File: config.mk
export PLATFORM = sky130hd
export DESIGN_NAME = radix11_code_to_digit_chars
export DESIGN_NICKNAME = d
export VERILOG_FILES = /design/src/rcdc_pkg.sv /design/src/rcdc_div11.sv /design/src/rcdc_digit_store.sv /design/src/radix11_code_to_digit_chars.sv
export SDC_FILE = /design/constraint.sdc
export NUM_CORES = 1
export LEC_CHECK = 0
export BUFFER_PORTS_ARGS = -buffer_cell sky130_fd_sc_hd__buf_4
export CAP_MARGIN = 20
export CORE_ASPECT_RATIO = 1.25
export CORE_MARGIN = 5
export CORE_UTILIZATION = 35
export DETAILED_ROUTE_END_ITERATION = 8
export GPL_ROUTABILITY_DRIVEN = 1
export MAX_ROUTING_LAYER = met4
export PLACE_DENSITY = 0.53
export REMOVE_ABC_BUFFERS = 1
export SYNTH_ARGS = -nofsm -noshare
export SYNTH_HDL_FRONTEND = slang
export SYNTH_HIERARCHICAL = 1
export SYNTH_SLANG_ARGS = --single-unit
export TNS_END_PERCENT = 20
File: constraint.sdc
create_clock -name clk -period 8.8 [get_ports clk]
set_input_delay 1.76 -clock clk [delete_from_list [all_inputs] [get_ports clk]]
set_output_delay 1.76 -clock clk [all_outputs]
set_load 0.01 [all_outputs]
File: src/rcdc_pkg.sv
// Shared constants and the remainder-to-character map for the radix-11 unpacker.
`timescale 1ns / 1ps
`default_nettype none

package rcdc_pkg;

    localparam int CODE_W    = 32;
    localparam int CHAR_W    = 8;
    localparam int REM_W     = 4;
    localparam int MAX_CHARS = 10;                 // 11^10 > 2^32
    localparam int IDX_W     = $clog2(MAX_CHARS);
    localparam int CNT_W     = $clog2(MAX_CHARS + 1);

    // Reciprocal of 11: q = (x * DIV_MAGIC) >> DIV_SHIFT, exact for all 32-bit x.
    localparam logic [CODE_W-1:0] DIV_MAGIC = 32'hBA2E_8BA3;
    localparam int DIV_SHIFT = 35;
    localparam int PROD_W    = 2 * CODE_W;
    localparam int QUOT_W    = PROD_W - DIV_SHIFT;

    localparam logic [CHAR_W-1:0] CHAR_SPACE = 8'h20;
    localparam logic [CHAR_W-1:0] CHAR_ZERO  = 8'h30;
    localparam logic [CHAR_W-1:0] CHAR_NONE  = 8'h00;

    // Remainder 0 is a space, 1..10 map to '0'..'9'.
    function automatic logic [CHAR_W-1:0] rem_to_char(input logic [REM_W-1:0] rem);
        logic [CHAR_W-1:0] ch;
        if (rem == '0)
            ch = CHAR_SPACE;
        else
            ch = CHAR_ZERO + CHAR_W'(rem) - CHAR_W'(1);
        return ch;
    endfunction

endpackage

`default_nettype wire

File: src/rcdc_div11.sv
// Shared divide-by-11 unit: registered reciprocal product, then quotient and remainder.
`timescale 1ns / 1ps
`default_nettype none

module rcdc_div11
(
    input  wire logic                          clk,
    input  wire logic [rcdc_pkg::CODE_W-1:0]   dividend,
    output logic      [rcdc_pkg::CODE_W-1:0]   quotient,
    output logic      [rcdc_pkg::REM_W-1:0]    remainder
);

    logic [rcdc_pkg::PROD_W-1:0] product_reg;
    logic [rcdc_pkg::CODE_W-1:0] dividend_reg;
    logic [rcdc_pkg::QUOT_W-1:0] quot;
    logic [rcdc_pkg::CODE_W-1:0] quot_ext;
    logic [rcdc_pkg::CODE_W-1:0] quot_x11;
    logic [rcdc_pkg::CODE_W-1:0] diff;

    always_ff @(posedge clk)
    begin
        product_reg  <= rcdc_pkg::PROD_W'(dividend) * rcdc_pkg::PROD_W'(rcdc_pkg::DIV_MAGIC);
        dividend_reg <= dividend;
    end

    // q*11 as q*8 + q*2 + q
    always_comb
    begin
        quot      = product_reg[rcdc_pkg::PROD_W-1:rcdc_pkg::DIV_SHIFT];
        quot_ext  = rcdc_pkg::CODE_W'(quot);
        quot_x11  = (quot_ext << 3) + (quot_ext << 1) + quot_ext;
        diff      = dividend_reg - quot_x11;
        quotient  = quot_ext;
        remainder = diff[rcdc_pkg::REM_W-1:0];
    end

endmodule

`default_nettype wire

File: src/rcdc_digit_store.sv
// Small register stack of remainders, written low digit first and read back as characters.
`timescale 1ns / 1ps
`default_nettype none

module rcdc_digit_store
(
    input  wire logic                          clk,
    input  wire logic                          wr_en,
    input  wire logic [rcdc_pkg::IDX_W-1:0]    wr_idx,
    input  wire logic [rcdc_pkg::REM_W-1:0]    wr_rem,
    input  wire logic [rcdc_pkg::IDX_W-1:0]    rd_idx,
    output logic      [rcdc_pkg::CHAR_W-1:0]   rd_char
);

    logic [rcdc_pkg::REM_W-1:0] digit_reg [rcdc_pkg::MAX_CHARS];

    always_ff @(posedge clk)
    begin
        if (wr_en)
        begin
            digit_reg[wr_idx] <= wr_rem;
        end
    end

    assign rd_char = rcdc_pkg::rem_to_char(digit_reg[rd_idx]);

endmodule

`default_nettype wire

File: src/radix11_code_to_digit_chars.sv
// Top level: unpacks a 32-bit code into radix-11 characters, most significant first.
//
//   channel | direction | handshake               | payload
//   --------+-----------+-------------------------+-------------------------------------
//   code    | in        | code_valid / code_stall | packed_code[31:0]
//   char    | out       | char_valid / char_stall | char_code[7:0], empty_string, last_char
//
// Sequence: each of the 1..10 digits passes through the shared divide-by-11
//   unit in ST_MUL (product register), then ST_DIV (quotient/remainder), then
//   the characters go out one per cycle unless char_stall holds them; zero uses ST_ZERO.
// The block holds code_stall high from acceptance until the last character
//   is loaded into the output register; it takes the next request while that
//   character still waits for the sink.
// Reset: asynchronous, active low; clears the sequencer and the output valid.
// A stall on the char channel holds the output register and pauses emission.
`timescale 1ns / 1ps
`default_nettype none

module radix11_code_to_digit_chars
(
    input  wire logic                           clk,
    input  wire logic                           rst_n,

    input  wire logic                           code_valid,
    output logic                                code_stall,
    input  wire logic [rcdc_pkg::CODE_W-1:0]    packed_code,

    output logic                                char_valid,
    input  wire logic                           char_stall,
    output logic      [rcdc_pkg::CHAR_W-1:0]    char_code,
    output logic                                empty_string,
    output logic                                last_char
);

    typedef enum logic [2:0]
    {
        ST_IDLE,
        ST_MUL,
        ST_DIV,
        ST_EMIT,
        ST_ZERO
    } state_t;

    state_t                          state_reg, state_next;
    logic [rcdc_pkg::CODE_W-1:0]     value_reg, value_next;
    logic [rcdc_pkg::CNT_W-1:0]      count_reg, count_next;
    logic [rcdc_pkg::IDX_W-1:0]      emit_idx_reg, emit_idx_next;
    logic                            char_valid_reg, char_valid_next;
    logic [rcdc_pkg::CHAR_W-1:0]     char_code_reg, char_code_next;
    logic                            empty_reg, empty_next;
    logic                            last_reg, last_next;

    logic [rcdc_pkg::CODE_W-1:0]     div_quot;
    logic [rcdc_pkg::REM_W-1:0]      div_rem;
    logic                            dig_wr_en;
    logic [rcdc_pkg::CHAR_W-1:0]     stack_char;
    logic                            slot_free;
    logic                            accept;

    // Shared divider: always works on value_reg; results valid in ST_DIV.
    rcdc_div11 u_div11
    (
        .clk       (clk),
        .dividend  (value_reg),
        .quotient  (div_quot),
        .remainder (div_rem)
    );

    rcdc_digit_store u_digit_store
    (
        .clk     (clk),
        .wr_en   (dig_wr_en),
        .wr_idx  (count_reg[rcdc_pkg::IDX_W-1:0]),
        .wr_rem  (div_rem),
        .rd_idx  (emit_idx_reg),
        .rd_char (stack_char)
    );

    assign code_stall = (state_reg != ST_IDLE);
    assign accept     = code_valid && !code_stall;
    assign slot_free  = !char_valid_reg || !char_stall;
    assign dig_wr_en  = (state_reg == ST_DIV);

    always_comb
    begin
        state_next      = state_reg;
        value_next      = value_reg;
        count_next      = count_reg;
        emit_idx_next   = emit_idx_reg;
        char_valid_next = char_valid_reg;
        char_code_next  = char_code_reg;
        empty_next      = empty_reg;
        last_next       = last_reg;

        // Output register empties when the sink takes it.
        if (char_valid_reg && !char_stall)
        begin
            char_valid_next = 1'b0;
        end

        case (state_reg)
            ST_IDLE:
            begin
                if (accept)
                begin
                    value_next = packed_code;
                    count_next = '0;
                    if (packed_code == '0)
                        state_next = ST_ZERO;
                    else
                        state_next = ST_MUL;
                end
            end
            ST_MUL:
            begin
                state_next = ST_DIV;
            end
            ST_DIV:
            begin
                // Remainder written to the stack at count_reg this cycle.
                value_next = div_quot;
                count_next = count_reg + rcdc_pkg::CNT_W'(1);
                if (div_quot == '0)
                begin
                    emit_idx_next = count_reg[rcdc_pkg::IDX_W-1:0];
                    state_next    = ST_EMIT;
                end
                else
                begin
                    state_next = ST_MUL;
                end
            end
            ST_EMIT:
            begin
                if (slot_free)
                begin
                    char_valid_next = 1'b1;
                    char_code_next  = stack_char;
                    empty_next      = 1'b0;
                    last_next       = (emit_idx_reg == '0);
                    if (emit_idx_reg == '0)
                        state_next = ST_IDLE;
                    else
                        emit_idx_next = emit_idx_reg - rcdc_pkg::IDX_W'(1);
                end
            end
            ST_ZERO:
            begin
                if (slot_free)
                begin
                    char_valid_next = 1'b1;
                    char_code_next  = rcdc_pkg::CHAR_NONE;
                    empty_next      = 1'b1;
                    last_next       = 1'b1;
                    state_next      = ST_IDLE;
                end
            end
            default:
            begin
                state_next = ST_IDLE;
            end
        endcase
    end

    always_ff @(posedge clk or negedge rst_n)
    begin
        if (!rst_n)
        begin
            state_reg      <= ST_IDLE;
            char_valid_reg <= 1'b0;
            count_reg      <= '0;
            emit_idx_reg   <= '0;
        end
        else
        begin
            state_reg      <= state_next;
            char_valid_reg <= char_valid_next;
            count_reg      <= count_next;
            emit_idx_reg   <= emit_idx_next;
        end
    end

    // Payload registers, no reset.
    always_ff @(posedge clk)
    begin
        value_reg     <= value_next;
        char_code_reg <= char_code_next;
        empty_reg     <= empty_next;
        last_reg      <= last_next;
    end

    assign char_valid   = char_valid_reg;
    assign char_code    = char_code_reg;
    assign empty_string = empty_reg;
    assign last_char    = last_reg;

endmodule

`default_nettype wire
==> results.yml, run 1 <==
sta:
  min_period_ps: 7620
  worst_pin_slew_ps: 1050
  maxSlewViolCount: 0
  maxSlewHeadroom_pct: 29.2
  finalSetupTns_ps: 0
  setup_viol_count_final: 0
  finalHoldViolCount: 0
  rsz0062_at_grt: "false"
  layout_worst_path_cycle_share_pct: 86.6
  fin_skew_ps: 8.79
  max_clock_freq_mhz: 131
floorplanning:
  dieArea_um2: 70300
  rows: 104
  fp.dieH_um: 295
  start_util_pct: 35.4
  core_um2: 64400
  io_pins: 48
  die_w_um: 238
synth:
  yosys_most_used_dff: "edfxtp_1"
  synth_edf_count: 82
  ys_warn_count: 6
  async_flop_share_pct: 9.45
  netlist_area_um2: 22800
  synthAdderAreaFrac_pct: 59.1
  syn_inst: 2054
  synth.top_cell.area_share_pct: 36.2
  ys_seq_area_share_pct: 15.0
  synth_top_family_by_area: "adder cells"
  syn_area_per_cell_um2: 11.1
  synth.area.mux_share_pct: 3.19
  synth-compound-area-share_pct: 5.71
  synth_area_leaders: "fa_1 36%, ha_1 23%, edfxtp_1 11%"
  ys_types: 80
  synth_seq_cells: 127
  synth-xor-area-share_pct: 2.27
  synthSimpleGateAreaFrac_pct: 5.13
  synth_top_area_cell: "fa_1"
worst_setup_path:
  cp-start-kind: "register"
  cpPeakStageDelay_ps: 880
  crit_fanout: 12
  required_ps: 9110
  cp-end-kind: "register"
  worstPathArrival_ps: 7920
  worstSetupPathType: "register to register"
  crit_path_top_delay_cell: "edfxtp_1"
  cpMostUsedCell: "fa_1"
  path_cells: "inv_1 > fa_1 > inv_1 > ha_1 > inv_1 > fa_1 > inv_1 > fa_1 > fa_1 > fa_1 > fa_1 > inv_1 > fa_1 > inv_1 > ha_1 > a21oi_1 > o21bai_1 > a311oi_1 > nor2_1 > o211ai_1 > nand3b_2 > a21oi_2 > o21ai_0 > xor2_1"
cts:
  cts.sink_count: 127
  cts_resized: 0
  clockBufferDepth: 2
  cts_hold_buffers: 0
  cts.clk_slew.worst_paths_ps: 60
  cts_tree: "yes"
  cts-htree-levels: 4
  insertion_delay_ps: 420
  postCtsSetupRepairBufs: 0
  root_buffer: "clkbuf_16"
  cts_buffers: 17
run:
  cap_violations: 0
placement:
  io_buffers: 47
  place_hpwl_um: 60000
  place.gp.congestion: 0.949
layout:
  drive_gt1_share_pct: 7.82
  syn_to_final_growth_pct: 8.95
  final_common_cell: "inv_1"
  nets: 2972
  antenna_cells: 0
  largest_reg_flops: 40
  final_cell_mix: "539 x inv_1, 414 x ha_1, 412 x fa_1"
routing:
  drc: 0
  wirelength_um: 67200
  drt-initial-drc-count: 699
  wl_per_cell_um: 22.6
  drtAntennaViolNets: 0
  vias: 14757
  via_per_inst: 4.97
  dr.pass1.iters: 5
global_route:
  grt_max_degree: 40
  grtUsageTotal_pct: 20.4
  grt_overflow: 0
  grt_first_pass_wirelength_um: 104000
  grt_pass1_vias: 16843
  antenna_found_initial: 0
outcome:
  status: "complete, no violations"
worst_hold_path:
  worstHoldPathType: "register to register"
cell usage after synthesis (all sizes together), types with 12 or more instances:
| cell | count |
|---|---|
| inv | 541 |
| ha | 414 |
| fa | 412 |
| edfxtp | 82 |
| a21oi | 63 |
| nand2 | 53 |
| nor2 | 46 |
| o21ai | 39 |
| mux2 | 38 |
| xnor2 | 35 |
| dfxtp | 33 |
| a21o | 31 |
| xor2 | 24 |
| nand4 | 23 |
| mux2i | 20 |
| nand3 | 20 |
| nor4 | 19 |
| buf | 16 |
| nor3 | 13 |
| dfrtp | 12 |
| nor2b | 12 |
layout make-up:
cell class,instances,area [um2]
Fill cell,6315,39600
Multi-Input combinational cell,1366,17200
Sequential cell,127,3420
Inverter,541,2030
Tap cell,848,1060
Timing Repair Buffer,57,448
Clock buffer,18,429
Clock inverter,14,230
stage by stage:
stage / cell area [um2] / std cells / worst slack, ps / hold WS, ps / utilization [%]
after detailed placement: 24100 / 2938 / 1210 / 564 / 37.5
after CTS: 24800 / 2970 / 1160 / 564 / 38.5
final: 24800 / 2971 / 1180 / 561 / 38.5
after global placement: 24100 / 2937 / 1250 / 551 / 37.4
after global routing: 24800 / 2971 / 847 / 592 / 38.5
after floorplan: 22600 / 2034 / 2330 / 505 / -
cells by family (layout without fill, tap and decap cells):
| logic type | count (synthesis) | after routing |
|---|---|---|
| AOI/OAI and AO/OA | 188 | 188 |
| xor gates and xnor gates | 59 | 59 |
| adders and majority gates | 829 | 829 |
| buffers and inverters | 564 | 630 |
| DFF | 127 | 127 |
| muxes | 62 | 62 |
| other | 3 | 6 |
| and+or+nand+nor | 222 | 222 |
metal layers:
layer	wire, um	track usage [%]	vias up
li1	-	-	6720
met1	27700	24.7	7615
met2	35200	36.3	319
met3	1830	1.52	103
met4	2570	6.61	0
met5	0	-	-
path summary, 6_finish.rpt:
path                               startpoint                      end  slack (ps)  cells after the start
worst max register to register  value_reg[10]  u_div11/product_reg[51]        1180                     24
worst min register to register   state_reg[0]             state_reg[2]         560                      1
min in group asynchronous               rst_n             state_reg[1]        1170                      1
max in group asynchronous               rst_n             count_reg[0]        7470                      1
worst min-delay path             state_reg[0]             state_reg[2]         560                      1
worst max-delay path            value_reg[10]  u_div11/product_reg[51]        1180                     24
worst max-delay path, delay by kind of cell, from the launching register on:
family	cells	cell delay [ps]
fa+ha+maj	9	4090
xor+xnor	1	160
flops	1	880
buf+inv	6	460
simple gates	2	320
compound gates	6	1590
Power of run 1 is left out: the tool's default activity adds up to more than one toggle a clock period on the data nets, which glitch-free logic cannot reach.
==> run 2, diff against run 1 <==
- REMOVE_ABC_BUFFERS: 1 -> not set
==> results.yml, run 2 (synthesis results as in run 1) <==
cts:
  cts.sink_count: 127
  cts-htree-levels: 4
  postCtsSetupRepairBufs: 0
  insertion_delay_ps: 470
  cts_tree: "yes"
  cts.clk_slew.worst_paths_ps: 70
  cts_resized: 0
  root_buffer: "clkbuf_16"
  cts_buffers: 17
  clockBufferDepth: 2
  cts_hold_buffers: 0
sta:
  maxSlewHeadroom_pct: 31.7
  max_clock_freq_mhz: 129
  finalSetupTns_ps: 0
  fin_skew_ps: 23.6
  worst_pin_slew_ps: 1020
  setup_viol_count_final: 0
  finalHoldViolCount: 0
  min_period_ps: 7740
  rsz0062_at_grt: "false"
  maxSlewViolCount: 0
  layout_worst_path_cycle_share_pct: 88.0
routing:
  drtAntennaViolNets: 0
  vias: 14866
  dr.pass1.iters: 5
  drc: 0
  wirelength_um: 70100
  wl_per_cell_um: 23.6
  via_per_inst: 5.00
  drt-initial-drc-count: 722
placement:
  place_hpwl_um: 62400
  placedInstanceArea_um2: 24100
  place.gp.congestion: 0.992
  io_buffers: 47
floorplanning:
  dieArea_um2: 70300
  io_pins: 48
  die_w_um: 238
  fp.dieH_um: 295
  core_um2: 64400
  start_util_pct: 35.4
  rows: 104
global_route:
  grt_overflow: 0
  grtUsageTotal_pct: 21.3
  grt_max_degree: 40
  grt_first_pass_wirelength_um: 107000
  antenna_found_initial: 1
  grt_pass1_vias: 17044
worst_hold_path:
  min_to: "state_reg[2]"
  hp-start: "state_reg[0]"
  min_delay_path_depth: 1
  worstHoldPathType: "register to register"
layout:
  final_cell_mix: "539 x inv_1, 414 x ha_1, 412 x fa_1"
  n_fill_cell: 6405
  post-route-cell-area_um2: 24700
  nets: 2971
  seq_area_um2: 3420
  final_common_cell: "inv_1"
  syn_to_final_growth_pct: 8.53
  drive_gt1_share_pct: 7.87
  multi_input_area_um2: 17200
  largest_reg_flops: 40
outcome:
  status: "complete, no violations"
worst_setup_path:
  crit_fanout: 11
  rrSetupSlack_ps: 1060
  cp-start-kind: "register"
  required_ps: 9180
  r2r_end: "u_div11/product_reg[61]"
  worstSetupPathType: "register to register"
  worstPathArrival_ps: 8120
  rr_worst_depth: 20
  r2r-start: "value_reg[18]"
  cp-end-kind: "register"
run:
  cap_violations: 0
-- run 2: worst max-delay path by stage --
stage                        startpoint                      end  slack, ps  cells after the start
after floorplan           value_reg[16]  u_div11/product_reg[55]       2330                     20
final                     value_reg[18]  u_div11/product_reg[61]       1060                     20
after global placement    value_reg[18]  u_div11/product_reg[63]       1120                     20
after CTS                 value_reg[18]  u_div11/product_reg[63]       1060                     20
after detailed placement  value_reg[18]  u_div11/product_reg[63]       1080                     20
after global routing      value_reg[18]  u_div11/product_reg[61]        770                     20
-- run 2: worst max-delay path, cell delays in order (launching register included) --
cell and delay, ps:
edfxtp_1 860, ha_1 560, fa_1 510, fa_1 440, fa_1 600, fa_1 460
fa_1 520, fa_1 500, inv_1 90, fa_1 520, inv_1 50, ha_1 430
nand4_1 220, nor4_2 450, o2111ai_1 200, o211ai_2 350, a22oi_2 150, a21o_1 230
a311oi_1 260, or3_1 150, xnor2_1 110
-- run 2: final cells by class --
cell class | instances | share of cell area [%]
clock buffers | 17 | 1.72
inverters | 541 | 8.22
multi-input cells | 1366 | 69.5
clock inverters | 15 | 0.582
diodes | 1 | 0.0101
flip-flops and latches | 127 | 13.8
well taps | 848 | 4.29
repair buffers | 56 | 1.78
-- run 2: layer usage --
layer | routed length, um | track usage [%] | vias up
met2 | 37100 | 38.4 | 311
met4 | 4090 | 10.0 | 0
met3 | 1740 | 1.70 | 119
li1 | - | - | 6722
met1 | 27200 | 24.1 | 7714
met5 | 0 | - | -
-- run 2: per-stage QoR --
step / worst slack, ps / utilization [%] / hold slack [ps] / instances
5_1_grt: 767 / 38.4 / 564 / 2971
3_5_place_dp: 1080 / 37.4 / 548 / 2936
6_report: 1060 / 38.4 / 561 / 2971
2_1_floorplan: 2330 / - / 500 / 2057
3_3_place_gp: 1120 / 37.4 / 543 / 2936
4_1_cts: 1060 / 38.3 / 561 / 2968
Power of run 2 is left out for the same reason.
==> run 3, diff against run 2 <==
- ABC_AREA: not set -> 1
==> results.yml, run 3 <==
floorplanning:
  fp.dieH_um: 310
  rows: 110
  die_w_um: 250
  io_pins: 48
  core_um2: 71700
  start_util_pct: 35.1
  dieArea_um2: 77300
routing:
  met1Wirelength_um: 32400
  dr.pass1.iters: 7
  vias: 18328
  drtAntennaViolNets: 0
  wl_per_cell_um: 19.8
  highest_layer: "met4"
  wl_met3_um: 1890
  via_per_inst: 4.59
  drc: 0
  drt-initial-drc-count: 1083
  met2_wirelength_um: 40300
  wirelength_um: 79000
synth:
  netlist_area_um2: 25100
  synth_common_cells: "837 x inv_1, 659 x nand2_1, 414 x ha_1, 412 x fa_1, 172 x nor2_1"
  ys_seq_area_share_pct: 13.6
  synth_top_area_cell: "fa_1"
  synth_edf_count: 82
  syn_inst: 2972
  synth_seq_cells: 127
  synth.top_cell.area_share_pct: 32.8
  ys_warn_count: 6
  yosys_most_used_dff: "edfxtp_1"
  yosysMostFrequentCell: "inv_1"
  syn_area_per_cell_um2: 8.46
  ys_types: 38
  async_flop_share_pct: 9.45
  synth_area_leaders: "fa_1 33%, ha_1 21%, inv_1 12%"
worst_setup_path:
  path_cells: "ha_1 > fa_1 > fa_1 > fa_1 > fa_1 > fa_1 > fa_1 > inv_1 > fa_1 > inv_1 > ha_1 > nand2_1 > nor2_1 > nand2_1 > nor2_1 > o21ai_0 > nand2_1 > nand2_1 > nand3_1 > nand2_1"
  worst-path-buf-inv: 2
  worstSetupPathType: "register to register"
  path_delay_family: "adder cells"
  crit_path_top_delay_cell: "edfxtp_1"
  required_ps: 9150
  crit_fanout: 11
  cp-end-kind: "register"
  cpPeakStageDelay_ps: 800
  cp-start-kind: "register"
  rrSetupSlack_ps: 2060
  worstPathArrival_ps: 7100
  cpMostUsedCell: "fa_1"
worst_hold_path:
  worstHoldPathType: "register to register"
cts:
  cts_hold_buffers: 0
  clockBufferDepth: 2
  cts_resized: 0
  cts.clk_slew.worst_paths_ps: 70
  cts_buffers: 17
  postCtsSetupRepairBufs: 0
  cts.sink_count: 127
  root_buffer: "clkbuf_16"
  cts_tree: "yes"
  insertion_delay_ps: 460
  cts-htree-levels: 4
sta:
  maxSlewHeadroom_pct: 35.5
  finalSetupTns_ps: 0
  finalHoldViolCount: 0
  max_clock_freq_mhz: 148
  fin_skew_ps: 9.06
  worst_pin_slew_ps: 957
  maxSlewViolCount: 0
  rsz0062_at_grt: "false"
  setup_viol_count_final: 0
  min_period_ps: 6740
  layout_worst_path_cycle_share_pct: 76.6
layout:
  drive_gt1_share_pct: 3.75
  final_common_cell: "inv_1"
  final_cell_mix: "837 x inv_1, 659 x nand2_1, 414 x ha_1"
  antenna_cells: 0
  nets: 3887
  syn_to_final_growth_pct: 8.01
  largest_reg_flops: 40
placement:
  place_hpwl_um: 71100
  io_buffers: 47
  place.gp.congestion: 0.959
global_route:
  grtUsageTotal_pct: 21.6
  antenna_found_initial: 0
  grt_pass1_vias: 19627
  grt_first_pass_wirelength_um: 121000
  grt_overflow: 0
  grt_max_degree: 62
outcome:
  status: "complete, no violations"
run:
  cap_violations: 0
run 3: cell types whose count changed after synthesis, moves of 20 or more:
cell,previous run,this run
inv_1,540,837
nand3_1,20,90
a21o_1,31,3
xnor2_1,35,13
mux2i_1,20,0
nand2_1,51,659
nor2_1,43,172
mux2_2,36,0
run 3: path summary, 6_finish.rpt:
path                                     from                 endpoint  cells after the start
worst max register to register  value_reg[17]  u_div11/product_reg[61]                     20
worst min register to register   state_reg[1]             state_reg[0]                      2
worst min-delay path             state_reg[1]             state_reg[0]                      2
min in group asynchronous               rst_n               char_valid                      1
max in group asynchronous               rst_n             count_reg[2]                      1
worst max-delay path            value_reg[17]  u_div11/product_reg[61]                     20
run 3: cells by family (layout without fill, tap and decap cells):
family	Yosys count	count (layout)	share of synthesized area [%]
AND/OR/NAND/NOR	977	977	15.6
flip-flops	127	127	13.6
buffers and inverters	866	929	13.2
other	3	6	0.0448
AO/OA/AOI/OAI	140	140	2.97
XOR/XNOR	33	33	1.15
adder cells (fa/ha/maj)	826	826	53.4
run 3: layer usage:
layer	vias up	global-route usage, %
met3	131	1.47
li1	8994	-
met1	8860	25.4
met5	-	-
met4	0	10.3
met2	343	37.9
run 3: per-stage QoR:
stage               hold WS, ps  cells  area (um2)  util, %  setup slack (ps)
finish                      543   3990       27200     37.9              2060
global route                571   3990       27200     37.9              1780
detailed placement          526   3958       26600     37.1              2130
global placement            521   3958       26600     37.1              2170
floorplan                   490   2975       25200        -              3030
CTS                         542   3990       27200     37.9              2090
run 3: worst reg2reg max path, stage by stage, from the launching register on:
cell      delay, ps
edfxtp_1        800
ha_1            550
fa_1            510
fa_1            560
fa_1            440
fa_1            500
fa_1            510
fa_1            540
inv_1            80
fa_1            500
inv_1            70
ha_1            340
nand2_1         140
nor2_1          300
nand2_1         130
nor2_1          120
o21ai_0         100
nand2_1         180
nand2_1         120
nand3_1         100
nand2_1          50
run 3: cell type report:
| class | count | area, um2 |
|---|---|---|
| fill | 7449 | 44500 |
| timing repair buffer | 50 | 375 |
| inverter | 847 | 3180 |
| clock buffer | 17 | 425 |
| clock inverter | 15 | 146 |
| tap | 952 | 1190 |
| multi-input combinational | 1982 | 18400 |
| sequential | 127 | 3420 |
Power of run 3 is left out for the same reason.
